## config.mk

```make
export PLATFORM = sky130hd
export DESIGN_NAME = sact_ram
export DESIGN_NICKNAME = d
export VERILOG_FILES = /design/src/rtl/core/sact_ram.sv
export SDC_FILE = /design/constraint.sdc
export NUM_CORES = 1
export LEC_CHECK = 0
export BUFFER_PORTS_ARGS = -buffer_cell sky130_fd_sc_hd__buf_4
export CAP_MARGIN = 25
export CORE_MARGIN = 2
export CORE_UTILIZATION = 58
export DETAILED_ROUTE_END_ITERATION = 6
export GPL_TIMING_DRIVEN = 1
export PLACE_DENSITY_LB_ADDON = 0.25
export SLEW_MARGIN = 15
export SYNTH_ARGS = -nofsm -noshare
export SYNTH_HDL_FRONTEND = slang
export SYNTH_SLANG_ARGS = --single-unit
```

## constraint.sdc

```tcl
create_clock -name clk -period 2.35 [get_ports clk]
set_clock_uncertainty 0.15 [all_clocks]
set_input_delay 0.235 -clock clk [delete_from_list [all_inputs] [get_ports clk]]
set_output_delay 0.235 -clock clk [all_outputs]
set_load 0.1 [all_outputs]
```

## src/rtl/core/sact_ram.sv

```systemverilog
module sact_ram #(
    parameter int WIDTH = 8,
    parameter int DEPTH = 16
) (
    input  logic                     clk,
    input  logic                     we,
    input  logic [$clog2(DEPTH)-1:0] waddr,
    input  logic [WIDTH-1:0]         wdata,
    input  logic [$clog2(DEPTH)-1:0] raddr,
    output logic [WIDTH-1:0]         rdata
);

    logic [WIDTH-1:0] mem [DEPTH];

    always_ff @(posedge clk)
    begin
        if (we)
        begin
            mem[waddr] <= wdata;
        end
        rdata <= mem[raddr];
    end

endmodule

```

# --- Yosys cells after proc, flatten, opt, wreduce, memory -nomap -nowiden ---
# Memory sizes are Yosys's and may differ from the RTL's. A register that Yosys moved wholly into a read port is not among the register bits.
# Cells that the tools add are included.
classes:
  add_sub_neg: 0
  n_mul: 0
  div_mod_pow: 0
  magnitude_cmp: 0
  eq_ne: 0
  n_shift: 0
  muxes: 2
  n_bitwise: 0
  reduce_logical: 0
op_table:
  columns: ["cell", "count"]
  rows:
  - ["$mux 1", 2]
totals:
  regBits: 0
  latchBits: 0
  ramBits: 128
  romBits: 0
  inputBits: 18
  elab_cells: 3
  mem_count: 1
memory_table:
  columns: ["memory", "words", "width", "rd", "rd_clocked_by_memory_dff", "write_ports", "line_no", "text"]
  rows:
  - ["mem", 16, 8, 1, 1, 1, "13", "logic [WIDTH-1:0] mem [DEPTH];"]

# --- Logic depth before layout (Yosys ltp) ---
# Gate-level depths: netlist of run 1.
depth:
  depth_word: 2
  ltp_mapped: 5
  mapped_depth_nobuf: 3

# --- Worst setup path after synthesis of run 1 ---
# OpenSTA, ideal clock, no wires.
synth_path:
  path_type: "input-to-reg"
  from: "in waddr[2]"
  to: "mem mem[0][0], enable pin"
  setup_time_ns: 0.383
  arrival_ns: 1.345
  t_required_ns: 1.817
  path_slack_ns: 0.472
  stages: 2
  path_buffers: 0
  path_cell_list: "or3b_2 nor3_1"
synth_rtl:
  columns: ["item", "line_no", "text"]
  rows:
  - ["start, declared", "7", "input logic [$clog2(DEPTH)-1:0] waddr,"]
  - ["end, declared", "13", null]
# No word-level cell before the write port.

# --- Worst setup path after layout of run 1 ---
layout_path:
  from: "reg rdata[1], read port of mem"
  to: "out rdata[1]"
layout_rtl:
  columns: ["item", "line_no", "text"]
  rows:
  - ["start, declared", "10", "output logic [WIDTH-1:0] rdata"]
# No word-level cell between the ends.

==> results of run 1 <==
report_power, final:
group          leakage [nW]  switching [mW]  internal [mW]
logic                 0.630           0.259          0.133
registers              1.22          0.0177           2.71
clock network         0.276           0.945           1.54
Yosys cell counts:
cell	number
edfxtp_1	128
mux4_2	18
a22oi_1	16
mux4_1	14
nor2_1	13
nand2_1	9
dfxtp_1	8
nor3_1	4
buf_2	3
buf_6	3
clkdlybuf4s25_2	3
nand2b_1	2
nand3b_1	2
and2_1	1
and2b_1	1
buf_4	1
nand3_1	1
nor2b_1	1
or3b_2	1
repair_timing:
action	4_1_cts	5_1_grt
hold buffers	8	0
endpoints found under the hold margin	128	0
setup buffers	0	0
worst max path at each step:
| stage | to | slack, ns |
|---|---|---|
| 6_report | rdata[1] | 0.77 |
| 3_5_place_dp | rdata[1]$_DFF_P_ | 0.42 |
| 4_1_cts | rdata[1] | 0.77 |
| 5_1_grt | rdata[1] | 0.73 |
| 2_1_floorplan | mem[0][0]$_DFFE_PP_ | 0.47 |
| 3_3_place_gp | rdata[1]$_DFF_P_ | 0.43 |
logic make-up (layout without fill, tap and decap cells):
family / after synthesis / in the layout
simple gates: 35 / 35
mux: 32 / 32
buf+inv: 10 / 84
compound gates: 16 / 16
flops: 136 / 136
routing by layer:
metal	up-vias	routed length [um]	part of all wire [%]	global-route usage (%)
met3	8	648	6.4	6.59
met1	1291	4260	42	32.8
met4	0	95	0.94	5.37
met2	94	5070	50	34.8
met5	-	0	0	0
li1	1098	-	-	-
final cells by class:
type / count / area [um^2] / share of cell area [%]
Clock inverter: 11 / 123 / 1.98
Clock buffer: 21 / 439 / 7.11
Sequential cell: 136 / 4000 / 64.8
Timing Repair Buffer: 52 / 423 / 6.84
Multi-Input combinational cell: 83 / 1060 / 17.1
Tap cell: 108 / 135 / 2.19
stage by stage:
| step | hold WS, ns | power [mW] | cells | cell area, um^2 |
|---|---|---|---|---|
| 2_1_floorplan | 0.184 | 3.03 | 229 | 5150 |
| 3_3_place_gp | 0.395 | 3.15 | 371 | 5540 |
| 3_5_place_dp | 0.398 | 3.16 | 371 | 5540 |
| 4_1_cts | 0.0699 | 5.63 | 411 | 6180 |
| 5_1_grt | 0.0695 | 5.77 | 411 | 6180 |
| 6_report | 0.0842 | 5.60 | 411 | 6180 |
flip-flops by register name (all words and copies together), names as in the netlist:
register and flops:
mem 128, rdata 8
==> metrics, run 1 <==
Die Y=98.2 um; Post-CTS Resized=0; hold path cells=3; Layout fillers=520; post-synthesis mux area share=15.0%; largest net degree at the start of global routing=33; Starting Density=59.3%; Layout Utilization=71.2%; DR iter-0 viols=235; Die ar.=9640 um^2; unrepaired setup endpoints after global routing=no; most frequent cells in the layout=128 x edfxtp_1, 43 x buf_4, 18 x mux4_2, 16 x a22oi_1, 16 x clkbuf_16; # IOs=26; Cell Pwr Density=907 nW/um^2; fin worst setup slack=0.774 ns; vias in the first global route=2480; WP buf/inv=1; crit path cell chain=buf_4; Vias/cell=6.06; Post-Synth Adder-Cell Area=0%; DP HPWL=6080 um; Worst Path Max Fanout=1; DRC=0; # nets final=308; Clock Pin Slew Worst Setup and Hold Paths=0.06 ns; period utilisation layout=67.1%; worst r2r path cells=3; CP max stage cell=dfxtp_1; Static Leakage=2.13 nW; Core Area=8680 um^2; initial antenna violation count=0; Fin. Hold Viols=0; Crit Reg-Reg Endpoint=rdata[6]$_DFF_P_; Slew headroom=50.7%; crit path DAT=1.19 ns; Fmax=634 MHz; Simple-Gate Fraction of Synth Area=3.18%; Yosys cell types=19; Antenna diodes=0; setup_tns=0 ns; critical hold path startpoint=waddr[0]; R2R Path Start=mem[2][6]$_DFFE_PP_; flop-to-flop setup slack=0.81 ns; Warnings, synthesis=0; Yosys top cell by area=edfxtp_1; post-synth design cell area=5150 um^2; Worst path top cell family by delay=flip-flops; Total GRT Usage=22.5%; worst vdd ir=0.584 mV; max-cap violation count=0; complex-gate fraction of the synthesized area=2.33%; layout cells sized above 1=30.4%; Worst Setup SP=rdata[1]$_DFF_P_; Syn Inst Count=229; worst min path class=in2reg; Root Buffer=clkbuf_8; CTS Sinks=136; crit path launch type=register; Hold Path Sink=mem[4][3]$_DFFE_PP_; syn nets=247; vias=2491; max-slew violation count=0; Syn Area/Cell=22.5 um^2; Placement Setup Slack=0.420 ns; Post-Synth XOR/XNOR Area=0%; port bufs=25; Routed Antenna Nets=0; GP Congestion=0.825; Synth top area share=74.7%; final setup vio count=0; Post-Route WL=10100 um; remaining global-route overflow=0; Die X-Extent=98.2 um; max incr delay on CP=0.37 ns; post-synthesis register bit count=136; Final Critical Period=1.58 ns; Seq/Total Area, Yosys=77.8%; worst skew pair latency=0.51 ns; main combinational cell family by area after synthesis=multiplexers; Avg WL per Cell=24.5 um; status=finished, final reports clean; WP data required=1.97 ns; Num CTS Buffers=17; Crit path depth=1; first-pass GRT wire length=15100 um; crit path capture type=output pin; Clock Path Buffers=2; most common cell after layout, fill and taps aside=edfxtp_1; row count=34; Worst-Margin Slew=0.738 ns; Area Growth Syn to Fin=20.1%; Pre-antenna DRT Iters=5; H-tree Lvls=4; top cells by area, synth=edfxtp_1 75%, mux4_2 7.9%, mux4_1 7.1%; CTS tree=done; Setup CP Type=reg2out
Note: power is estimated with default switching activity, not from simulation.
==> run 2: changes to the inputs <==
CORE_UTILIZATION = 54   (was 58)
clock period = 1.3 ns   (was 2.35 ns; I/O delays follow)
==> run 2 against run 1 <==
The run now ends with negative setup slack left. Count of clock-buffer cells in the layout is 1 lower. Power is 89% higher. Register-to-register slack worse by 0.95 ns. Cell area is 6.4% higher. Core utilization hardly changed. Die area is 7.1% higher. First-iteration DRC count is 37% lower. Critical path type is now reg2reg. Critical endpoint is now rdata[1]$_DFF_P_.
==> metrics, run 2 (synthesis gave the netlist of run 1 again) <==
status=complete, but fails checks; failing checks=negative setup slack; WP buf/inv=0 (-1); Antenna diodes=0 (unchanged); total internal power=8.35 mW (+91%); Vias/cell=5.69 (-6.0%); layout cells sized above 1=45.0% (+15 points); DR iter-0 viols=147 (-37%); CP max stage cell=mux4_2; placed instance area=5720 um^2 (+3.2%); worst skew pair latency=0.51 ns (about the same); WL met2=5400 um (+6.5%); max incr delay on CP=0.50 ns (+0.13 ns); Worst Path Max Fanout=1 (unchanged); Setup CP Type=reg2reg; worst r2r path cells=3 (unchanged); Area Growth Syn to Fin=27.8%; top flop regs=mem (128), rdata (8); unrepaired setup endpoints after global routing=yes; fin worst setup slack=-0.136 ns (-0.910 ns); first-pass GRT wire length=15400 um (+2.0%); # IOs=26 (unchanged); Top reg by flops=mem; # Post-CTS Setup Buffers=0 (unchanged); Layout fillers=542 (+4.2%); Die Y=102 um (+3.5%); DRC=0 (unchanged); Root Buffer=clkbuf_8; period utilisation layout=110%; Pre-antenna DRT Iters=4 (-1); Crit Reg-Reg Endpoint=rdata[1]$_DFF_P_; Post-Route WL=10000 um (-0.39%); worst min path class=in2reg; critical hold path startpoint=raddr[1]; crit path cell chain=mux4_2 -> a22oi_2 -> nand2_1; Clk pwr share=44.9% (+0.6 points); Static Leakage=2.22 nW (+4.1%); vias=2517 (+1.0%); Worst-Margin Slew=0.903 ns (+0.165 ns); H-tree Lvls=4 (unchanged); max-slew violation count=0 (unchanged); Fin Hold WS=0.00853 ns (-0.0757 ns); Cell Pwr Density=1610 nW/um^2 (+78%); DP HPWL=6450 um (+6.0%); Worst path top cell family by delay=multiplexers; Final Critical Period=1.44 ns; Routed Antenna Nets=0 (unchanged); NetSw=2.26 mW (+85%); Die ar.=10300 um^2 (+7.1%); Clock Pin Slew Worst Setup and Hold Paths=0.06 ns (about the same); Core Area=9240 um^2 (+6.5%); Fmax=696 MHz; Gate power share=8.3% (+1.3 points); worst vdd ir=0.932 mV (+60%); Sw Share=21.3% (-0.53 points); largest net degree at the start of global routing=17 (-48%); Slew headroom=39.7% (-11 points); R2R Path Start=mem[3][1]$_DFFE_PP_; GP Congestion=0.803 (-2.7%); met3 WL=458 um (-29%); # nets final=318 (+3.2%); most frequent cells in the layout=128 x edfxtp_1, 36 x buf_4, 32 x mux4_2, 16 x clkbuf_16, 16 x buf_12; Overall Power=10.6 mW (+89%); row count=35 (+2.9%); port bufs=25 (unchanged); Total GRT Usage=21.6% (-0.89 points); max-cap violation count=0 (unchanged); Num CTS Buffers=17 (unchanged); CTS tree=done; post-route design area=6580 um^2 (+6.4%); hold path cells=4 (+1); CTS Sinks=136 (unchanged); Starting Density=55.7% (-3.6 points); Die X-Extent=102 um (+3.5%); most common cell after layout, fill and taps aside=edfxtp_1; wl on met1=4090 um (-4.1%); Fin. Hold Viols=0 (unchanged); WP data required=1.55 ns (-0.42 ns); uppermost layer routed=met4; crit path capture type=register; flop-to-flop setup slack=-0.14 ns (-0.95 ns); Reg power frac=46.8% (-1.9 points); Clock Path Buffers=2 (unchanged); Avg WL per Cell=22.7 um (-7.4%); max reg flops=128 (unchanged); remaining global-route overflow=0 (unchanged); Hold Path Sink=rdata[0]$_DFF_P_; vias in the first global route=2689 (+8.4%); setup_tns=-0.919 ns (-0.919 ns); crit path DAT=1.69 ns (+0.50 ns); initial antenna violation count=0 (unchanged); final setup vio count=16 (+16); crit path launch type=register
-- run 2: changes by cell type in the layout (fill, tap and decap cells not counted), sizes merged --
cell / before / now
buf: 44 / 52
bufinv: 2 / 3
dlygate4sd3: 8 / 10
clkbuf: 21 / 20
-- run 2: power by group through the flow --
stage	Clock [mW]	Sequential [mW]	Combinational, mW
global placement	0	5.03	0.748
CTS	4.82	4.96	0.869
floorplan	0	5.23	0.279
detailed placement	0	5.03	0.758
global route	5.03	4.97	0.923
finish	4.76	4.96	0.877
-- run 2: layout make-up --
class	count	area, um^2	area share [%]
flip-flops and latches	136	4020	61.1
well taps	129	161	2.45
clock buffers	20	455	6.92
multi-input cells	83	1110	16.8
clock inverters	12	148	2.24
repair buffers	62	691	10.5
-- run 2: what timing repair did --
| item | 4_1_cts | 5_1_grt |
|---|---|---|
| hold buffers | 10 | 0 |
| endpoints found under the hold margin | 144 | 0 |
| pin swaps | 2 | 1 |
| gates resized for setup | 36 | 8 |
| endpoints found under the setup margin | 16 | 16 |
-- run 2: worst max-delay path by stage --
stage	cells past startpoint	to	slack, ns	start
2_1_floorplan	2	mem[0][0]$_DFFE_PP_	-0.11	waddr[2]
3_3_place_gp	5	rdata[3]$_DFF_P_	-0.30	raddr[0]
3_5_place_dp	5	rdata[1]$_DFF_P_	-0.32	raddr[0]
4_1_cts	3	rdata[3]$_DFF_P_	-0.13	mem[7][3]$_DFFE_PP_
5_1_grt	3	rdata[1]$_DFF_P_	-0.16	mem[3][1]$_DFFE_PP_
6_report	3	rdata[1]$_DFF_P_	-0.14	mem[3][1]$_DFFE_PP_
-- run 2: stage by stage --
stage	worst slack, ns	utilization [%]	instances
after detailed placement	-0.320	61.9	400
after floorplan	-0.113	-	229
after CTS	-0.126	70.8	442
after global placement	-0.303	61.9	400
after global routing	-0.165	71.2	442
final	-0.136	71.2	442
-- run 2: tightest hold or removal path, cell delays in order --
cell	delay, ns
buf_4	0.16
mux4_2	0.23
a22oi_2	0.06
nand2_1	0.06
-- run 2: per-layer routing --
metal  vias to the layer above  global-route usage, %
li1                       1102                      -
met1                      1334                   28.4
met2                        71                   36.1
met3                        10                   4.69
met4                         0                   7.90
met5                         -                      0
==> run 3: changes to the inputs <==
RECOVER_POWER = 50   (was not set)
==> run 3 against run 2 <==
Hold slack better by 0.0014 ns. The flow still finishes with violations (negative setup slack). Die area is the same. Fmax grew 0.16%. Power shrank 0.17%. Register-to-register slack about the same. First-iteration DRC count is 7.5% lower. Combinational power fell by 1%.
==> metrics, run 3 (synthesis gave the netlist of run 1 again) <==
Clock Pin Slew Worst Setup and Hold Paths=0.06 ns (about the same); placed insts=400 (unchanged); max-cap violation count=0 (unchanged); remaining global-route overflow=0 (unchanged); top flop regs=mem (128), rdata (8); CP max stage cell=mux4_2; Slew headroom=39.1% (-0.60 points); Final Critical Period=1.43 ns (-0.00236 ns); final setup vio count=14 (-2); status=complete, but fails checks; Worst-Margin Slew=0.912 ns (+0.00892 ns); Crit path depth=3 (unchanged); Crit Reg-Reg Endpoint=rdata[1]$_DFF_P_; initial antenna violation count=0 (unchanged); Placement Setup Slack=-0.320 ns (unchanged); Vias/cell=5.65 (-0.75%); Layout Utilization=70.9% (-0.30 points); vias in the first global route=2689 (unchanged); worst skew pair latency=0.51 ns (about the same); Starting Density=55.7% (unchanged); hold path cells=4 (unchanged); Setup CP Type=reg2reg; Avg WL per Cell=22.7 um (-0.24%); # IOs=26 (unchanged); Core Area=9240 um^2 (unchanged); most frequent cells in the layout=128 x edfxtp_1, 32 x mux4_2, 28 x buf_4, 16 x clkbuf_16, 16 x buf_12; Fin Hold WS=0.00993 ns (+0.00140 ns); Area Growth Syn to Fin=27.2%; vias=2498 (-0.75%); max incr delay on CP=0.50 ns (about the same); Overall Power=10.6 mW (-0.17%); WP buf/inv=0 (unchanged); port bufs=25 (unchanged); flop-to-flop setup slack=-0.13 ns (about the same); # nets final=318 (unchanged); Pre-antenna DRT Iters=5 (+1); GP Congestion=0.803 (unchanged); max reg flops=128 (unchanged); Num CTS Buffers=17 (unchanged); Clock Path Buffers=2 (unchanged); Non-Filler Instances=442 (unchanged); crit path DAT=1.68 ns (about the same); crit path cell chain=mux4_2 -> a22oi_2 -> nand2_1; DRC=0 (unchanged); worst r2r path cells=3 (unchanged); row count=35 (unchanged); failing checks=negative setup slack; R2R Path Start=mem[3][1]$_DFFE_PP_; Die Y=102 um (unchanged); Static Leakage=2.19 nW (-1.0%); CTS Sinks=136 (unchanged); critical hold path startpoint=raddr[1]; M3 GR Usage=4.69% (unchanged); DP HPWL=6450 um (unchanged); WP data required=1.55 ns (about the same); Cell Pwr Density=1620 nW/um^2 (+0.25%); Top reg by flops=mem; Fmax=697 MHz (+0.16%); # Post-CTS Setup Buffers=0 (unchanged); worst vdd ir=0.934 mV (+0.23%); Layout fillers=550 (+1.5%); most common cell after layout, fill and taps aside=edfxtp_1; Total GRT Usage=21.6% (unchanged); placed instance area=5720 um^2 (unchanged); setup_tns=-0.879 ns (+0.0400 ns); period utilisation layout=110% (-0.18 points); crit path capture type=register; worst min path class=in2reg; post-route design area=6550 um^2 (-0.42%); max-slew violation count=0 (unchanged); fin worst setup slack=-0.134 ns (+0.00236 ns); Root Buffer=clkbuf_8; DR iter-0 viols=136 (-7.5%); first-pass GRT wire length=15400 um (unchanged); Routed Antenna Nets=0 (unchanged); Worst path top cell family by delay=multiplexers; Sequential Area=4020 um^2 (unchanged); Fin. Hold Viols=0 (unchanged); Die X-Extent=102 um (unchanged); H-tree Lvls=4 (unchanged); Post-Route WL=10000 um (-0.24%); layout cells sized above 1=43.1% (-1.9 points); largest net degree at the start of global routing=17 (unchanged); unrepaired setup endpoints after global routing=yes; global route hottest layer=met2; Die ar.=10300 um^2 (unchanged); Hold Path Sink=rdata[0]$_DFF_P_; area of the multi-input gates=1110 um^2 (unchanged); met1 Usage GRT=28.4% (unchanged); crit path launch type=register; met2 Usage GRT=36.1% (unchanged); Worst Path Max Fanout=1 (unchanged); Antenna diodes=0 (unchanged); CTS tree=done
-- run 3: cell count changes in the layout (fill, tap and decap cells not counted) --
| cell | before | now |
|---|---|---|
| buf_4 | 36 | 28 |
| clkbuf_1 | 0 | 6 |
| clkbuf_2 | 0 | 2 |
-- run 3: worst max-delay path by stage --
stage / from / to / slack, ns
detailed placement: raddr[0] / rdata[1]$_DFF_P_ / -0.32
CTS: mem[7][3]$_DFFE_PP_ / rdata[3]$_DFF_P_ / -0.13
global route: mem[3][1]$_DFFE_PP_ / rdata[1]$_DFF_P_ / -0.16
floorplan: waddr[2] / mem[0][0]$_DFFE_PP_ / -0.11
global placement: raddr[0] / rdata[3]$_DFF_P_ / -0.30
finish: mem[3][1]$_DFFE_PP_ / rdata[1]$_DFF_P_ / -0.13
-- run 3: what timing repair did --
action / 4_1_cts / 5_1_grt
pin swaps: 2 / 1
gates resized for setup: 36 / 8
hold endpoints to repair: 144 / 0
setup endpoints to repair: 16 / 16
hold buffers: 10 / 0
-- run 3: area by class of cell --
class	count	share of cell area (%)
Sequential cell	136	61.3
Timing Repair Buffer	62	10.1
Clock inverter	12	2.25
Tap cell	129	2.46
Clock buffer	20	6.95
Multi-Input combinational cell	83	16.9
-- run 3: tightest hold or removal path, stage by stage --
cell and delay [ns]:
buf_4 0.16, mux4_2 0.23, a22oi_2 0.06, nand2_1 0.06
-- run 3: metal layers --
layer / share of wire (%) / routed length (um)
met5: 0 / 0
met4: 0.82 / 82
met3: 3.9 / 389
met2: 53 / 5360
met1: 42 / 4190
-- run 3: where the power goes --
| part | leakage [nW] | switching, mW | internal [mW] | total, mW |
|---|---|---|---|---|
| Sequential | 1.22 | 0.0527 | 4.91 | 4.97 |
| Clock | 0.298 | 1.69 | 3.06 | 4.76 |
| Combinational | 0.671 | 0.501 | 0.365 | 0.866 |
| Total | 2.19 | 2.25 | 8.34 | 10.6 |
